### config.mk
export PLATFORM = sky130hd
export DESIGN_NAME = packet_queue_manager_flat
export DESIGN_NICKNAME = d
export VERILOG_FILES = /design/src/rtl/core/pqm_pkg.sv /design/src/rtl/core/pqm_req_if.sv /design/src/rtl/core/pqm_rsp_if.sv /design/src/rtl/core/pqm_cfg_if.sv /design/src/rtl/core/pqm_ram.sv /design/src/rtl/core/packet_queue_manager.sv /design/src/flat_wrapper.sv
export SDC_FILE = /design/constraint.sdc
export NUM_CORES = 1
export LEC_CHECK = 0
export ABC_CLOCK_PERIOD_IN_PS = 6900
export BUFFER_PORTS_ARGS = -buffer_cell sky130_fd_sc_hd__buf_2
export CAP_MARGIN = 20
export CELL_PAD_IN_SITES_DETAIL_PLACEMENT = 1
export CELL_PAD_IN_SITES_GLOBAL_PLACEMENT = 2
export CORE_ASPECT_RATIO = 0.7
export CORE_MARGIN = 1.5
export CORE_UTILIZATION = 45
export CTS_CLUSTER_SIZE = 10
export DETAILED_ROUTE_END_ITERATION = 8
export GPL_TIMING_DRIVEN = 0
export PLACE_DENSITY_LB_ADDON = 0.25
export SLEW_MARGIN = 20
export SYNTH_ARGS = -nofsm -noshare
export SYNTH_HDL_FRONTEND = slang
export SYNTH_SLANG_ARGS = --single-unit
### constraint.sdc
create_clock -name clk_i -period 6.9 [get_ports clk_i]
set_input_delay 1.035 -clock clk_i [delete_from_list [all_inputs] [get_ports clk_i]]
set_output_delay 1.035 -clock clk_i [all_outputs]
set_load 0.01 [all_outputs]
### src/rtl/core/pqm_pkg.sv
package pqm_pkg;

  localparam int unsigned KindW = 2;
  localparam int unsigned ProtoW = 16;
  localparam int unsigned SlotW = 3;
  localparam int unsigned LenW = 11;
  localparam int unsigned StatusW = 4;
  localparam int unsigned PktW = 5;
  localparam logic [LenW-1:0] MinLength = 11'd14;
  localparam logic [LenW-1:0] MaxLengthReset = 11'd1514;

  typedef enum logic [KindW-1:0] {
    KIND_OPEN    = 2'd0,
    KIND_CLOSE   = 2'd1,
    KIND_DELIVER = 2'd2,
    KIND_READ    = 2'd3
  } kind_e;

  typedef enum logic [StatusW-1:0] {
    ST_OK           = 4'd0,
    ST_PROTO_IN_USE = 4'd1,
    ST_NO_FREE_CONN = 4'd2,
    ST_BAD_HANDLE   = 4'd3,
    ST_BAD_SIZE     = 4'd4,
    ST_NO_BUFFER    = 4'd5,
    ST_NO_RECEIVER  = 4'd6,
    ST_EMPTY        = 4'd7,
    ST_WINDOW_SMALL = 4'd8
  } status_e;

  typedef enum logic [3:0] {
    S_IDLE,
    S_CONN_SCAN,
    S_BUF_SCAN,
    S_CLOSE_RD,
    S_CLOSE_WALK,
    S_READ_RD,
    S_READ_DONE,
    S_OUT
  } state_e;

  typedef struct packed {
    logic [KindW-1:0]   kind;
    logic [ProtoW-1:0]  protocol;
    logic [SlotW-1:0]   conn_index;
    logic [LenW-1:0]    length;
  } req_t;

  typedef struct packed {
    logic [StatusW-1:0] status;
    logic [SlotW-1:0]   conn_result;
    logic [PktW-1:0]    packet_index;
    logic [LenW-1:0]    length_result;
  } rsp_t;

endpackage

### src/rtl/core/pqm_req_if.sv
interface pqm_req_if;
  logic          valid;
  logic          ready;
  pqm_pkg::req_t data;
  modport source (output valid, output data, input ready);
  modport sink (input valid, input data, output ready);
endinterface

### src/rtl/core/pqm_rsp_if.sv
interface pqm_rsp_if;
  logic          valid;
  logic          ready;
  pqm_pkg::rsp_t data;
  modport source (output valid, output data, input ready);
  modport sink (input valid, input data, output ready);
endinterface

### src/rtl/core/pqm_cfg_if.sv
interface pqm_cfg_if;
  logic                       valid;
  logic                       ready;
  logic [pqm_pkg::LenW-1:0]   data;
  modport source (output valid, output data, input ready);
  modport sink (input valid, input data, output ready);
endinterface

### src/rtl/core/pqm_ram.sv
module pqm_ram #(
  parameter int unsigned Width = 8,
  parameter int unsigned Depth = 32
) (
  input  logic                     clk_i,
  input  logic                     we_i,
  input  logic [$clog2(Depth)-1:0] waddr_i,
  input  logic [Width-1:0]         wdata_i,
  input  logic [$clog2(Depth)-1:0] raddr_i,
  output logic [Width-1:0]         rdata_o
);

  logic [Width-1:0] mem_q [Depth];

  always_ff @(posedge clk_i) begin
    if (we_i) begin
      mem_q[waddr_i] <= wdata_i;
    end
    rdata_o <= mem_q[raddr_i];
  end

endmodule

### src/rtl/core/packet_queue_manager.sv
// Each operation runs in one sequencer, and the block is not ready until its
// result is taken. Open and deliver scan the connection table one slot a cycle;
// a deliver of valid size first scans the buffer pool one buffer a cycle for a
// free buffer. Read fetches the head packet of the connection and then frees it;
// close frees the queued packets in order, walking them through the single read
// port of the link memory. Configuration writes are taken at any time.
module packet_queue_manager #(
  parameter int unsigned CONN_SLOTS = 8,
  parameter int unsigned BUFFER_COUNT = 32
) (
  input logic clk_i,
  input logic rst_ni,
  pqm_req_if.sink   req,
  pqm_rsp_if.source rsp,
  pqm_cfg_if.sink   cfg
);

  localparam int unsigned CW = (CONN_SLOTS > 1) ? $clog2(CONN_SLOTS) : 1;
  localparam int unsigned BW = (BUFFER_COUNT > 1) ? $clog2(BUFFER_COUNT) : 1;
  localparam int unsigned SlotWx = pqm_pkg::SlotW;

  logic [pqm_pkg::LenW-1:0] max_len_q;
  pqm_pkg::state_e state_q, state_d;
  pqm_pkg::req_t req_q;
  pqm_pkg::rsp_t rsp_q, rsp_d;

  logic [CONN_SLOTS-1:0] conn_use_q, conn_use_d, nonempty_q, nonempty_d;
  logic [pqm_pkg::ProtoW-1:0] proto_q [CONN_SLOTS];
  logic [BW-1:0] head_q [CONN_SLOTS];
  logic [BW-1:0] tail_q [CONN_SLOTS];
  logic [BUFFER_COUNT-1:0] buf_use_q, buf_use_d;

  logic [CW:0] cidx_q, cidx_d;
  logic [BW:0] bidx_q, bidx_d;
  logic found_q, found_d, free_found_q, free_found_d;
  logic [CW-1:0] sel_q, sel_d;
  logic [BW-1:0] cur_q, cur_d;
  logic [BW:0] walk_q, walk_d;

  logic proto_we, head_we, tail_we;
  logic [CW-1:0] pw_idx;
  logic [BW-1:0] hw_val;

  logic nxt_we, len_we;
  logic [BW-1:0] nxt_waddr, nxt_wdata, nxt_raddr, nxt_rdata;
  logic [pqm_pkg::LenW-1:0] len_rdata;

  logic [CW-1:0] ci;
  logic slot_ok;

  assign cfg.ready = 1'b1;
  assign req.ready = (state_q == pqm_pkg::S_IDLE);
  assign rsp.valid = (state_q == pqm_pkg::S_OUT);
  assign rsp.data = rsp_q;
  assign ci = cidx_q[CW-1:0];
  assign slot_ok = ({{(32-SlotWx){1'b0}}, req_q.conn_index} < CONN_SLOTS);
  logic [CW-1:0] rslot;
  assign rslot = CW'(req_q.conn_index);

  pqm_ram #(.Width(BW), .Depth(BUFFER_COUNT)) u_next (
    .clk_i, .we_i(nxt_we), .waddr_i(nxt_waddr), .wdata_i(nxt_wdata),
    .raddr_i(nxt_raddr), .rdata_o(nxt_rdata)
  );

  pqm_ram #(.Width(pqm_pkg::LenW), .Depth(BUFFER_COUNT)) u_len (
    .clk_i, .we_i(len_we), .waddr_i(bidx_q[BW-1:0]), .wdata_i(req_q.length),
    .raddr_i(nxt_raddr), .rdata_o(len_rdata)
  );

  always_ff @(posedge clk_i or negedge rst_ni) begin
    if (!rst_ni) begin
      max_len_q <= pqm_pkg::MaxLengthReset;
      state_q <= pqm_pkg::S_IDLE;
      conn_use_q <= '0;
      nonempty_q <= '0;
      buf_use_q <= '0;
    end else begin
      if (cfg.valid) begin
        max_len_q <= cfg.data;
      end
      state_q <= state_d;
      conn_use_q <= conn_use_d;
      nonempty_q <= nonempty_d;
      buf_use_q <= buf_use_d;
    end
  end

  always_ff @(posedge clk_i) begin
    if (req.valid && req.ready) begin
      req_q <= req.data;
    end
    rsp_q <= rsp_d;
    cidx_q <= cidx_d;
    bidx_q <= bidx_d;
    found_q <= found_d;
    free_found_q <= free_found_d;
    sel_q <= sel_d;
    cur_q <= cur_d;
    walk_q <= walk_d;
    if (proto_we) proto_q[pw_idx] <= req_q.protocol;
    if (head_we) head_q[pw_idx] <= hw_val;
    if (tail_we) tail_q[pw_idx] <= bidx_q[BW-1:0];
  end

  always_comb begin
    state_d = state_q;
    rsp_d = rsp_q;
    conn_use_d = conn_use_q;
    nonempty_d = nonempty_q;
    buf_use_d = buf_use_q;
    cidx_d = cidx_q;
    bidx_d = bidx_q;
    found_d = found_q;
    free_found_d = free_found_q;
    sel_d = sel_q;
    cur_d = cur_q;
    walk_d = walk_q;
    proto_we = 1'b0;
    head_we = 1'b0;
    tail_we = 1'b0;
    pw_idx = sel_q;
    hw_val = bidx_q[BW-1:0];
    nxt_we = 1'b0;
    len_we = 1'b0;
    nxt_waddr = bidx_q[BW-1:0];
    nxt_wdata = '0;
    nxt_raddr = cur_q;
    unique case (state_q)
      pqm_pkg::S_IDLE: begin
        cidx_d = '0;
        bidx_d = '0;
        found_d = 1'b0;
        free_found_d = 1'b0;
        if (req.valid) begin
          rsp_d = '0;
          unique case (pqm_pkg::kind_e'(req.data.kind))
            pqm_pkg::KIND_OPEN: state_d = pqm_pkg::S_CONN_SCAN;
            pqm_pkg::KIND_DELIVER: begin
              if (req.data.length[0] || req.data.length < pqm_pkg::MinLength ||
                  req.data.length > max_len_q) begin
                rsp_d.status = pqm_pkg::ST_BAD_SIZE;
                state_d = pqm_pkg::S_OUT;
              end else begin
                state_d = pqm_pkg::S_BUF_SCAN;
              end
            end
            pqm_pkg::KIND_CLOSE: state_d = pqm_pkg::S_CLOSE_RD;
            default: state_d = pqm_pkg::S_READ_RD;
          endcase
        end
      end
      pqm_pkg::S_BUF_SCAN: begin
        if (!buf_use_q[bidx_q[BW-1:0]]) begin
          state_d = pqm_pkg::S_CONN_SCAN;
        end else if (bidx_q == (BW + 1)'(BUFFER_COUNT - 1)) begin
          rsp_d.status = pqm_pkg::ST_NO_BUFFER;
          state_d = pqm_pkg::S_OUT;
        end else begin
          bidx_d = bidx_q + 1'b1;
        end
      end
      pqm_pkg::S_CONN_SCAN: begin
        if (req_q.kind == pqm_pkg::KIND_OPEN) begin
          if (!conn_use_q[ci]) begin
            if (!free_found_q) begin
              free_found_d = 1'b1;
              sel_d = ci;
            end
          end else if (proto_q[ci] == req_q.protocol) begin
            found_d = 1'b1;
          end
        end else if (!found_q && conn_use_q[ci] && proto_q[ci] == req_q.protocol) begin
          found_d = 1'b1;
          sel_d = ci;
        end
        cidx_d = cidx_q + 1'b1;
        if (cidx_q == (CW + 1)'(CONN_SLOTS - 1)) begin
          state_d = pqm_pkg::S_OUT;
          if (req_q.kind == pqm_pkg::KIND_OPEN) begin
            if (found_d) begin
              rsp_d.status = pqm_pkg::ST_PROTO_IN_USE;
            end else if (!free_found_d) begin
              rsp_d.status = pqm_pkg::ST_NO_FREE_CONN;
            end else begin
              pw_idx = sel_d;
              proto_we = 1'b1;
              conn_use_d[sel_d] = 1'b1;
              nonempty_d[sel_d] = 1'b0;
              rsp_d.conn_result = pqm_pkg::SlotW'(sel_d);
            end
          end else if (!found_d) begin
            rsp_d.status = pqm_pkg::ST_NO_RECEIVER;
          end else begin
            pw_idx = sel_d;
            buf_use_d[bidx_q[BW-1:0]] = 1'b1;
            len_we = 1'b1;
            nxt_we = 1'b1;
            if (nonempty_q[sel_d]) begin
              nxt_waddr = tail_q[sel_d];
              nxt_wdata = bidx_q[BW-1:0];
            end else begin
              head_we = 1'b1;
              nonempty_d[sel_d] = 1'b1;
            end
            tail_we = 1'b1;
            rsp_d.conn_result = pqm_pkg::SlotW'(sel_d);
            rsp_d.packet_index = pqm_pkg::PktW'(bidx_q[BW-1:0]);
            rsp_d.length_result = req_q.length;
          end
        end
      end
      pqm_pkg::S_CLOSE_RD: begin
        if (!slot_ok) begin
          rsp_d.status = pqm_pkg::ST_BAD_HANDLE;
          state_d = pqm_pkg::S_OUT;
        end else begin
          rsp_d.conn_result = req_q.conn_index;
          cur_d = head_q[rslot];
          walk_d = '0;
          if (nonempty_q[rslot]) begin
            nxt_raddr = head_q[rslot];
            state_d = pqm_pkg::S_CLOSE_WALK;
          end else begin
            conn_use_d[rslot] = 1'b0;
            state_d = pqm_pkg::S_OUT;
          end
        end
      end
      pqm_pkg::S_CLOSE_WALK: begin
        buf_use_d[cur_q] = 1'b0;
        cur_d = nxt_rdata;
        nxt_raddr = nxt_rdata;
        walk_d = walk_q + 1'b1;
        if (cur_q == tail_q[rslot] || walk_q == (BW + 1)'(BUFFER_COUNT - 1)) begin
          nonempty_d[rslot] = 1'b0;
          conn_use_d[rslot] = 1'b0;
          state_d = pqm_pkg::S_OUT;
        end
      end
      pqm_pkg::S_READ_RD: begin
        if (!slot_ok || !conn_use_q[rslot]) begin
          rsp_d.status = pqm_pkg::ST_BAD_HANDLE;
          state_d = pqm_pkg::S_OUT;
        end else if (!nonempty_q[rslot]) begin
          rsp_d.status = pqm_pkg::ST_EMPTY;
          rsp_d.conn_result = req_q.conn_index;
          state_d = pqm_pkg::S_OUT;
        end else begin
          cur_d = head_q[rslot];
          nxt_raddr = head_q[rslot];
          state_d = pqm_pkg::S_READ_DONE;
        end
      end
      pqm_pkg::S_READ_DONE: begin
        pw_idx = rslot;
        if (cur_q == tail_q[rslot]) begin
          nonempty_d[rslot] = 1'b0;
        end else begin
          head_we = 1'b1;
          hw_val = nxt_rdata;
        end
        buf_use_d[cur_q] = 1'b0;
        rsp_d.conn_result = req_q.conn_index;
        rsp_d.packet_index = pqm_pkg::PktW'(cur_q);
        rsp_d.length_result = len_rdata;
        rsp_d.status = (req_q.length < len_rdata) ? pqm_pkg::ST_WINDOW_SMALL
                                                  : pqm_pkg::ST_OK;
        state_d = pqm_pkg::S_OUT;
      end
      pqm_pkg::S_OUT: begin
        if (rsp.ready) state_d = pqm_pkg::S_IDLE;
      end
      default: state_d = pqm_pkg::S_IDLE;
    endcase
  end

endmodule
### src/flat_wrapper.sv
// flat-port wrapper written by rule: the top's interface ports become plain ports
module packet_queue_manager_flat 
#(
  parameter int unsigned CONN_SLOTS = 8,
  parameter int unsigned BUFFER_COUNT = 32
)
  (clk_i, rst_ni, req_valid, req_data, req_ready, rsp_valid, rsp_data, rsp_ready, cfg_valid, cfg_data, cfg_ready);
  pqm_req_if req_i ();
  pqm_rsp_if rsp_i ();
  pqm_cfg_if cfg_i ();
  input logic clk_i;
  input logic rst_ni;
  input wire logic [$bits(req_i.valid)-1:0] req_valid;
  input wire logic [$bits(req_i.data)-1:0] req_data;
  output wire logic [$bits(req_i.ready)-1:0] req_ready;
  output wire logic [$bits(rsp_i.valid)-1:0] rsp_valid;
  output wire logic [$bits(rsp_i.data)-1:0] rsp_data;
  input wire logic [$bits(rsp_i.ready)-1:0] rsp_ready;
  input wire logic [$bits(cfg_i.valid)-1:0] cfg_valid;
  input wire logic [$bits(cfg_i.data)-1:0] cfg_data;
  output wire logic [$bits(cfg_i.ready)-1:0] cfg_ready;
  assign req_i.valid = req_valid;
  assign req_i.data = req_data;
  assign req_ready = req_i.ready;
  assign rsp_valid = rsp_i.valid;
  assign rsp_data = rsp_i.data;
  assign rsp_i.ready = rsp_ready;
  assign cfg_i.valid = cfg_valid;
  assign cfg_i.data = cfg_data;
  assign cfg_ready = cfg_i.ready;
  packet_queue_manager #(.CONN_SLOTS(CONN_SLOTS), .BUFFER_COUNT(BUFFER_COUNT)) u_core (.clk_i(clk_i), .rst_ni(rst_ni), .req(req_i), .rsp(rsp_i), .cfg(cfg_i));
endmodule
* Word level (Yosys, flattened, before mapping) *
Memories as Yosys holds them, arrays and structs flattened. A register that Yosys moved wholly into a read port is not among the register bits.
Index checks and enable logic that the tools add are counted.

operators by class
  add/subtract/negate cells = 3
  $mul = 0
  div/mod/pow operators = 0
  magnitude comparators = 12
  eq/ne operators = 38
  shifts and indexed selects = 0
  mux-type cells = 137
  bitwise gates (word level) = 10
  reduce and logical (&&, ||, !) cells = 34

operator list
  operator            number
  $mux 8              14
  $mux 32             3
  $mux 5              14
  $pmux 32 s2         1
  $mux 4              14
  $mux 3              18
  $pmux 16 s3         1
  $pmux 8 s3          2
  $mux 23             2
  $mux 1              39
  $and 32x32->32      1
  $not 32->32         1
  $or 32x32->32       1
  $pmux 4 s8          1
  $pmux 5 s3          2
  $and 8x8->8         3
  $pmux 6 s2          2
  $reduce_and 8->1    3
  $eq 4x3->1 const B  5
  $ne 2x1->1 const B  10
  $pmux 4 s5          1
  $mux 19             1
  $eq 16x16->1        1
  $mux 16             1
  other kinds (48)    93

storage, ports and cells
  register bits = 144
  bits in latches = 0
  memory bits (writable) = 720
  ROM bits = 0
  bits of input ports = 48
  output and inout port bits = 26
  word-level logic and storage cells = 259
  memories = 5

memory list
  memory               depth  bits a word  rd ports  clocked after Yosys merged registers in  write ports  RTL line                    text
  u_core.u_len.mem_q   32     11           1         1                                        1            pqm_ram.sv:13               logic [Width-1:0] mem_q [Depth];
  u_core.u_next.mem_q  32     5            1         1                                        1            pqm_ram.sv:13
  u_core.proto_q       8      16           1         1                                        1            packet_queue_manager.sv:28  logic [pqm_pkg::ProtoW-1:0] proto_q [CONN_SLOTS];
  u_core.head_q        8      5            1         1                                        1            packet_queue_manager.sv:29  logic [BW-1:0] head_q [CONN_SLOTS];
  u_core.tail_q        8      5            2         1                                        1            packet_queue_manager.sv:30  logic [BW-1:0] tail_q [CONN_SLOTS];

* Longest topological paths before layout *
Gate-level depths: netlist (run 1).

  depth after elaboration = 18
  depth in mapped cells = 18
  mapped depth without buffers = 15

* Cells and area by module *
Synthesis (run 1) repeated with hierarchy kept, for this count alone.

second synthesis, totals
  cell total of the unflattened synthesis = 2291
  area, all modules = 37146.9 µm²

modules (own cells, without submodules)
  module                   instances  cells each  area each (µm²)  seq. area each (µm²)
  packet_queue_manager     1          1213        16609.7          10358.7
  pqm_ram (u_core.u_len)   1          801         14192.4          10790.3
  pqm_ram (u_core.u_next)  1          277         6344.8           4904.7

* Least setup slack after synthesis (run 1) *
Ideal clock, no wire load.

  path type = register to register
  start = register (tool-made name)
  end = memory u_core.u_next.mem_q[0][0] (netlist bit) (data pin)
  library setup time = 445 ps
  arrival = 4148 ps
  data required time = 6455 ps
  path slack = 2307 ps
  cell stages (with the launch flop) = 14
  buffers on the path = 3
  clock period less this slack = 4593 ps
  path through = dfxtp_1 -> buf_6 -> buf_12 -> mux4_2 -> mux2i_1 -> xor2_1 -> nand2_1 -> nor4_4 -> a41o_1 -> nand2_1 -> clkbuf_1 -> o2111ai_1 -> o221ai_4 -> nor3_1

RTL lines
  element        RTL line
  end, declared  pqm_ram.sv:13

* Final worst setup path (run 1) *
  start = register u_core.req_q (netlist bit u_core.rslot[2])
  end = register u_core.u_len.rdata_o[3] (read register of u_core.u_len.mem_q)

between the ends
  word-level cells in the longest chain between the ends = 5
  elaborated cells on any way between the ends = 7
  those cells by class = mux (7)

RTL lines
  element                       RTL line                                                  text
  start, declared               packet_queue_manager.sv:24                                pqm_pkg::req_t req_q;
  start signal, assigned        packet_queue_manager.sv:90                                req_q <= req.data;
  $bmux 1 s3                    packet_queue_manager.sv:220, packet_queue_manager.sv:244
  $mux 1 (implied by the code)  packet_queue_manager.sv:220, packet_queue_manager.sv:244
  $mux 5                        packet_queue_manager.sv:220                               if (nonempty_q[rslot]) begin
  $mux 5                        --
  $pmux 5 s3 *                  packet_queue_manager.sv:128                               unique case (state_q)
  end, declared                 pqm_ram.sv:10                                             output logic [Width-1:0] rdata_o

Mark *: on every way between the ends. The rest lies on a longest branch, timed or not. The select of a mux whose other input is x is not followed.
A chain may end at the register's enable or synchronous reset.

==> results_dict.tcl, run 1 <==
set metrics [dict create \
    status "complete, no violations" \
    die_w_um 351 \
    synthXorXnorAreaFrac_pct 0.552 \
    crit_required_ps 7410 \
    p_total_mw 19.8 \
    max_cap_viol_count 0 \
    end_kind "register" \
    r2r_start "u_core.rslot[2]" \
    core_area_sq_mm 0.0841 \
    cts_buffers 100 \
    synth.avg_cell_area_sq_um 14.7 \
    grt_max_degree 52 \
    ys_seq_elements 885 \
    clkSinkCount 885 \
    cts_tree "yes" \
    pwr_density_cell_mw_per_mm2 456 \
    detail-route-antenna-nets 0 \
    tns_ps 0 \
    slew_headroom_pct 30.2 \
    cp_max_fo 10 \
    grt_first_pass_wirelength_mm 171 \
    grt_overflow 0 \
    yosys_warnings 0 \
    ir_drop_v 0.000269 \
    synthToLayoutAreaGrowth_pct 14.1 \
    critPathLaunchType "register" \
    critPathArrivalTime_ps 7130 \
    num_rows 89 \
    synth-compound-area-share_pct 8.76 \
    critPathMaxStageDelay_ps 860 \
    crit_chain "clkbuf_1, nand3b_1, o22a_1, o221a_2, nand3_1, clkbuf_1, a21oi_1, o221ai_1, clkbuf_1, clkbuf_1, mux2_2, o211ai_1, o21ai_0, o21ai_0, o21ai_0" \
    htree_levels 3 \
    gp_congestion 0.923 \
    setup_slack_ps 272 \
    clk_pin_slew_worst_paths_ps 60 \
    rsz0062_at_grt "false" \
    synth_edf_count 801 \
    regToRegEndpoint "u_core.u_len.rdata_o[3]" \
    postCtsHoldBufs 0 \
    tightestPinTransition_ps 1040 \
    nets 2887 \
    fin_cells 4019 \
    die-area_sq_mm 0.0865 \
    layout_min_cycle_time_ps 6630 \
    clk_latency_ps 690 \
    worst-r2r-cell-count 15 \
    grt_antenna_before_repair 2 \
    syn-cell-area_sq_mm 0.0381 \
    dr.pass1.iters 5 \
    synth_fa_ha_area_share_pct 1.02 \
    hold_violations 0 \
    via_per_inst 5.99 \
    drive_gt1_share_pct 18.9 \
    drtIter0Drc 2740 \
    synth_cells 2594 \
    place_area_sq_mm 0.0405 \
    cts_root_buffer "clkbuf_16" \
    skew_ps 39.7 \
    crit_type "reg2reg" \
    synth_simple_gate_area_share_pct 6.79 \
    finalWirelength_mm 117 \
    ys.flop_type "edfxtp_1" \
    crit_top_cell "clkbuf_1" \
    start_util_pct 45.3 \
    placed_cells 3842 \
    place.port_buffers 72 \
    slowest_stage "o21ai_0" \
    synth_fp_nets 2673 \
    num_vias 24090 \
    muxShareOfSynthArea_pct 12.3 \
    grt_pass1_vias 24679 \
    clk_path_buf_depth 3 \
    route.detailed.drc 0 \
    place_ws_ps 326 \
    synthArstFlopShare_pct 7.01 \
    track_usage_pct 27.3 \
    setup_viol 0 \
    finalCritPeriodShare_pct 96.1 \
    hpwl_mm 83.5 \
    wl_per_cell_um 29.0 \
    clock.fmax_mhz 151 \
    fin_area_sq_mm 0.0435 \
    ys_seq_area_share_pct 68.4 \
    maxSlewViolCount 0 \
    power_leakage_nw 14.5 \
    r2r_slack_ps 270 \
    pin_count 74 \
    hold_class "in2async" \
    dieHeight_um 246 \
    synth_cell_types 88 \
    synth_top_family_by_area "multiplexers" \
]
-- logic make-up after synthesis --
group | after synthesis
simple gates | 562
other cells | 1
mux | 386
buf+inv | 191
xor+xnor | 24
compound gates | 514
flops | 885
fa+ha+maj | 31
-- synth_stat cells (13+ instances only) --
| cell | instances | area [sq um] |
|---|---|---|
| o21ai_0 | 212 | 1060 |
| a21oi_1 | 51 | 255 |
| o22a_1 | 19 | 166 |
| nand3_1 | 22 | 110 |
| edfxtp_1 | 801 | 24100 |
| clkbuf_1 | 100 | 375 |
| inv_1 | 43 | 161 |
| ha_1 | 31 | 388 |
| o211ai_1 | 114 | 856 |
| dfrtp_1 | 55 | 1380 |
| and2_1 | 13 | 81.3 |
| nor3_1 | 23 | 115 |
| buf_2 | 18 | 90.1 |
| mux2_2 | 151 | 1700 |
| dfxtp_1 | 22 | 440 |
| buf_1 | 13 | 48.8 |
| mux2i_1 | 183 | 1830 |
| nand2_1 | 227 | 852 |
| nor2_1 | 172 | 646 |
| mux4_2 | 41 | 923 |
| nand2b_1 | 17 | 106 |
-- critical path: cells and delay by family, from the launching register on --
kind | cells | cell delay [ps]
multiplexers | 1 | 410
buffers and inverters | 4 | 2510
flip-flops | 1 | 470
AO/OA/AOI/OAI | 8 | 2700
AND/OR/NAND/NOR | 2 | 340
-- worst max-delay path by stage --
stage | from | to | slack [ps] | cells past startpoint
after floorplan | register | u_core.u_next.mem_q[0][0] | 2310 | 13
final | u_core.rslot[2] | u_core.u_len.rdata_o[3] | 270 | 15
after global placement | register | u_core.u_next.mem_q[30][0] | -1450 | 13
after global routing | u_core.rslot[2] | u_core.u_len.rdata_o[3] | 50 | 15
after CTS | u_core.rslot[1] | u_core.u_len.rdata_o[5] | 310 | 16
after detailed placement | u_core.rslot[1] | u_core.u_len.rdata_o[5] | 330 | 16
-- where the power goes --
part | switching, mW | total, mW | internal [mW]
Clock | 2.15 | 4.90 | 2.75
Combinational | 5.80 | 8.38 | 2.58
Sequential | 0.258 | 6.56 | 6.30
Total | 8.21 | 19.8 | 11.6
-- layer usage --
metal | vias to the layer above | track usage, % | share of wire (%)
li1 | 10406 | - | -
met1 | 12573 | 41.8 | 46
met2 | 979 | 39.6 | 43
met3 | 130 | 6.09 | 8.7
met4 | 2 | 5.79 | 1.6
met5 | - | 0 | 0.0094
-- repair_timing --
| action | in CTS | in global routing |
|---|---|---|
| buffers inserted | 0 | 0 |
| resized for setup | 0 | 5 |
| setup endpoints to repair | 0 | 3 |
-- flip-flops by register name, summed over array words and instances (netlist names), 23 cells and up, named ones only --
signal and flops:
u_core.head_q 40, u_core.u_len.mem_q 352, u_core.proto_q 128, u_core.rsp.data 23
u_core.tail_q 40, u_core.req_q 29, u_core.u_next.mem_q 160, u_core.buf_use_q 32
-- area by class of cell --
| type | count | area, sq um |
|---|---|---|
| diodes | 3 | 7.51 |
| flip-flops and latches | 885 | 26100 |
| inverters | 48 | 185 |
| plain buffers | 143 | 634 |
| clock buffers | 161 | 2730 |
| clock inverters | 12 | 205 |
| multi-input cells | 1518 | 11400 |
| well taps | 1137 | 1420 |
| fillers | 8146 | 40600 |
| repair buffers | 112 | 821 |
-- through the flow --
stage / util, % / hold slack [ps]
floorplan: - / 476
global placement: 47.4 / 484
detailed placement: 48.2 / 497
CTS: 51.7 / 177
global route: 51.7 / 189
finish: 51.7 / 211
-- layout by cell type (no fill, tap or decap), drive strengths merged, types with 24 or more instances in the layout --
cell      n
nor3     24
nor2    174
edfxtp  801
mux4     48
ha       31
mux2    152
o21ai   220
nand3    24
clkbuf  261
buf     155
a21oi    51
dfrtp    55
inv      50
o211ai  114
nand2   232
mux2i   186
No activity file was read; power rests on OpenSTA's default activity.
==> inputs of run 2 (changes only) <==
CORE_ASPECT_RATIO = unset   (was 0.7)
SYNTH_HIERARCHICAL = 1   (was unset)
==> run 2 against run 1 <==
Sequential share of layout area up 1.2 points. Sequential power shrank 4.3%. Critical path type unchanged. Count of clock-buffer cells in the layout rose by 20. Die area fell by 2.5%. Register-to-register slack worse by 50 ps. Global-route usage is 4.0 points lower. Worst setup slack got worse by 49 ps. Synthesized cell count fell by 12%. First-iteration DRC count down 32%.
==> results_dict.tcl, run 2 <==
set metrics [dict create \
    status "complete, no violations" \
    num_vias 21479 \
    endpoint "u_core/u_next/mem_q[27][4]" \
    hold_class "in2async" \
    drive_gt1_share_pct 18.5 \
    grt_overflow 0 \
    regToRegEndpoint "u_core/u_next/mem_q[27][4]" \
    die_w_um 290 \
    synth_cells 2291 \
    synth.most_common_cell "edfxtp_1" \
    slowest_stage "mux2i_2" \
    ys_seq_elements 885 \
    synth.avg_cell_area_sq_um 16.2 \
    synth_fp_nets 2370 \
    clk_latency_ps 680 \
    clock.fmax_mhz 150 \
    grt_max_degree 47 \
    synthToLayoutAreaGrowth_pct 14.7 \
    nFillCells 7771 \
    gp_congestion 0.826 \
    slew_headroom_pct 23.5 \
    yosysTopAreaCell "edfxtp_1" \
    cts_buffers 101 \
    crit_chain "clkbuf_1, buf_4, buf_4, mux4_2, mux2i_1, xor2_1, o2111ai_1, or4_4, o31ai_4, mux2i_2, clkinv_2, buf_6, clkbuf_1, nor2_1, a222oi_1, mux2_2, mux2i_1, nand3_2, nor2_1" \
    power_leakage_nw 14.6 \
    fin_area_sq_mm 0.0426 \
    netlist.area_leader.share_pct 64.8 \
    critPathArrivalTime_ps 7000 \
    postCtsHoldBufs 0 \
    synth_edf_count 801 \
    crit_required_ps 7220 \
    cp_max_fo 10 \
    num_rows 105 \
    reg_top3 "u_core/u_len/mem_q x352, u_core/u_next/mem_q x160, u_core/proto_q x128" \
    place.port_buffers 72 \
    track_usage_pct 23.3 \
    ys_seq_area_share_pct 70.1 \
    drtIter0Drc 1860 \
    route.detailed.drc 0 \
    via_per_inst 5.87 \
    yosys_warnings 6 \
    ir_drop_v 0.000214 \
    critPathLaunchType "register" \
    cts_tree "yes" \
    grt_first_pass_wirelength_mm 147 \
    critPathMaxStageDelay_ps 570 \
    layout_commonest_cell "edfxtp_1" \
    finalWirelength_mm 98.0 \
    synthTopCellsByCount "801 x edfxtp_1, 231 x mux2i_1, 137 x nor2_1, 131 x o21ai_0, 97 x mux4_2" \
    crit_type "reg2reg" \
    worst-r2r-cell-count 19 \
    tightestPinTransition_ps 1140 \
    diodes 0 \
    wl_per_cell_um 26.8 \
    maxSlewViolCount 0 \
    final_core_util_pct 52.0 \
    dr.pass1.iters 5 \
    max_cap_viol_count 0 \
    place_ws_ps -22.2 \
    clkSinkCount 885 \
    pin_count 74 \
    setup_slack_ps 224 \
    place_area_sq_mm 0.0394 \
    htree_levels 3 \
    ys.flop_type "edfxtp_1" \
    detail-route-antenna-nets 0 \
    pwr_density_cell_mw_per_mm2 404 \
    layout_common_cells "801 x edfxtp_1, 230 x mux2i_1, 140 x clkbuf_1, 130 x o21ai_0, 116 x nor2_1" \
    hpwl_mm 67.9 \
    synth_cell_types 77 \
    cts_root_buffer "clkbuf_16" \
    dieHeight_um 290 \
    layout_min_cycle_time_ps 6680 \
    p_total_mw 17.2 \
    end_kind "register" \
    start_util_pct 45.4 \
    syn-cell-area_sq_mm 0.0371 \
    grt_antenna_before_repair 3 \
    clk_path_buf_depth 3 \
    r2r_slack_ps 220 \
    skew_ps 35.4 \
    hold_violations 0 \
    top_register "u_core/u_len/mem_q" \
    clk_pin_slew_worst_paths_ps 60 \
    rsz0062_at_grt "false" \
    setup_viol 0 \
    finalCritPeriodShare_pct 96.8 \
    nets 2580 \
    yosys-top-cells-area "edfxtp_1 65%, mux2i_1 6.2%, mux4_2 5.9%" \
    synthArstFlopShare_pct 7.01 \
    grt_pass1_vias 22660 \
    largest_reg_flops 352 \
    die-area_sq_mm 0.0843 \
    core_area_sq_mm 0.0818 \
]
==> run 2: through the flow <==
step | setup TNS, ps | hold WS (ps) | instances
detailed placement | -410 | 496 | 3461
floorplan | 0 | 464 | 2291
global placement | -28970 | 482 | 3433
CTS | 0 | 199 | 3653
finish | 0 | 225 | 3660
global route | 0 | 217 | 3660
==> run 2: power breakdown <==
group / switching [mW] / total, mW / internal, mW
clock: 2.11 / 4.97 / 2.86
combinational: 3.58 / 5.95 / 2.37
sequential: 0.156 / 6.28 / 6.12
total: 5.84 / 17.2 / 11.4
==> run 2: worst max-delay path: cells and delay by family, from the launching register on <==
family,cells,cell delay [ps]
xor+xnor,1,220
mux,5,1910
compound gates,3,770
simple gates,4,1750
buf+inv,6,1350
flops,1,310
==> run 2: worst min path at each step <==
stage                                      end  depth (start not counted)
after floorplan           u_core/buf_use_q[18]                          2
after global placement    u_core/buf_use_q[20]                          2
after detailed placement  u_core/buf_use_q[27]                          2
after CTS                 u_core/buf_use_q[19]                          1
after global routing      u_core/buf_use_q[19]                          1
final                     u_core/buf_use_q[17]                          1
==> run 2: layer usage <==
metal	global-route usage, %	up-vias	part of all wire [%]
met3	3.06	147	4.5
met1	32.9	11293	45
met5	0	-	0
li1	-	9477	-
met2	37.8	562	48
met4	7.30	0	2.7
==> run 2: cell type report <==
class / count / area (sq um) / share of cell area, %
Clock inverter: 11 / 189 / 0.444
Clock buffer: 181 / 2880 / 6.76
Tap cell: 1070 / 1340 / 3.14
Sequential cell: 885 / 26100 / 61.2
Multi-Input combinational cell: 1240 / 10300 / 24.3
Timing Repair Buffer: 108 / 915 / 2.15
Buffer: 123 / 718 / 1.69
Inverter: 42 / 159 / 0.373
==> run 2: logic make-up after synthesis <==
family | after synthesis | share of synthesized area [%]
xor+xnor | 25 | 0.589
fa+ha+maj | 31 | 1.04
mux | 361 | 13.1
compound gates | 383 | 6.77
simple gates | 439 | 5.94
other cells | 1 | 0.0101
buf+inv | 166 | 2.36
flops | 885 | 70.1
==> run 2: what timing repair did <==
item                       CTS  global route
setup buffers                0             6
setup endpoints to repair   54           155
pin swaps                    0             1
resized for setup            1            17
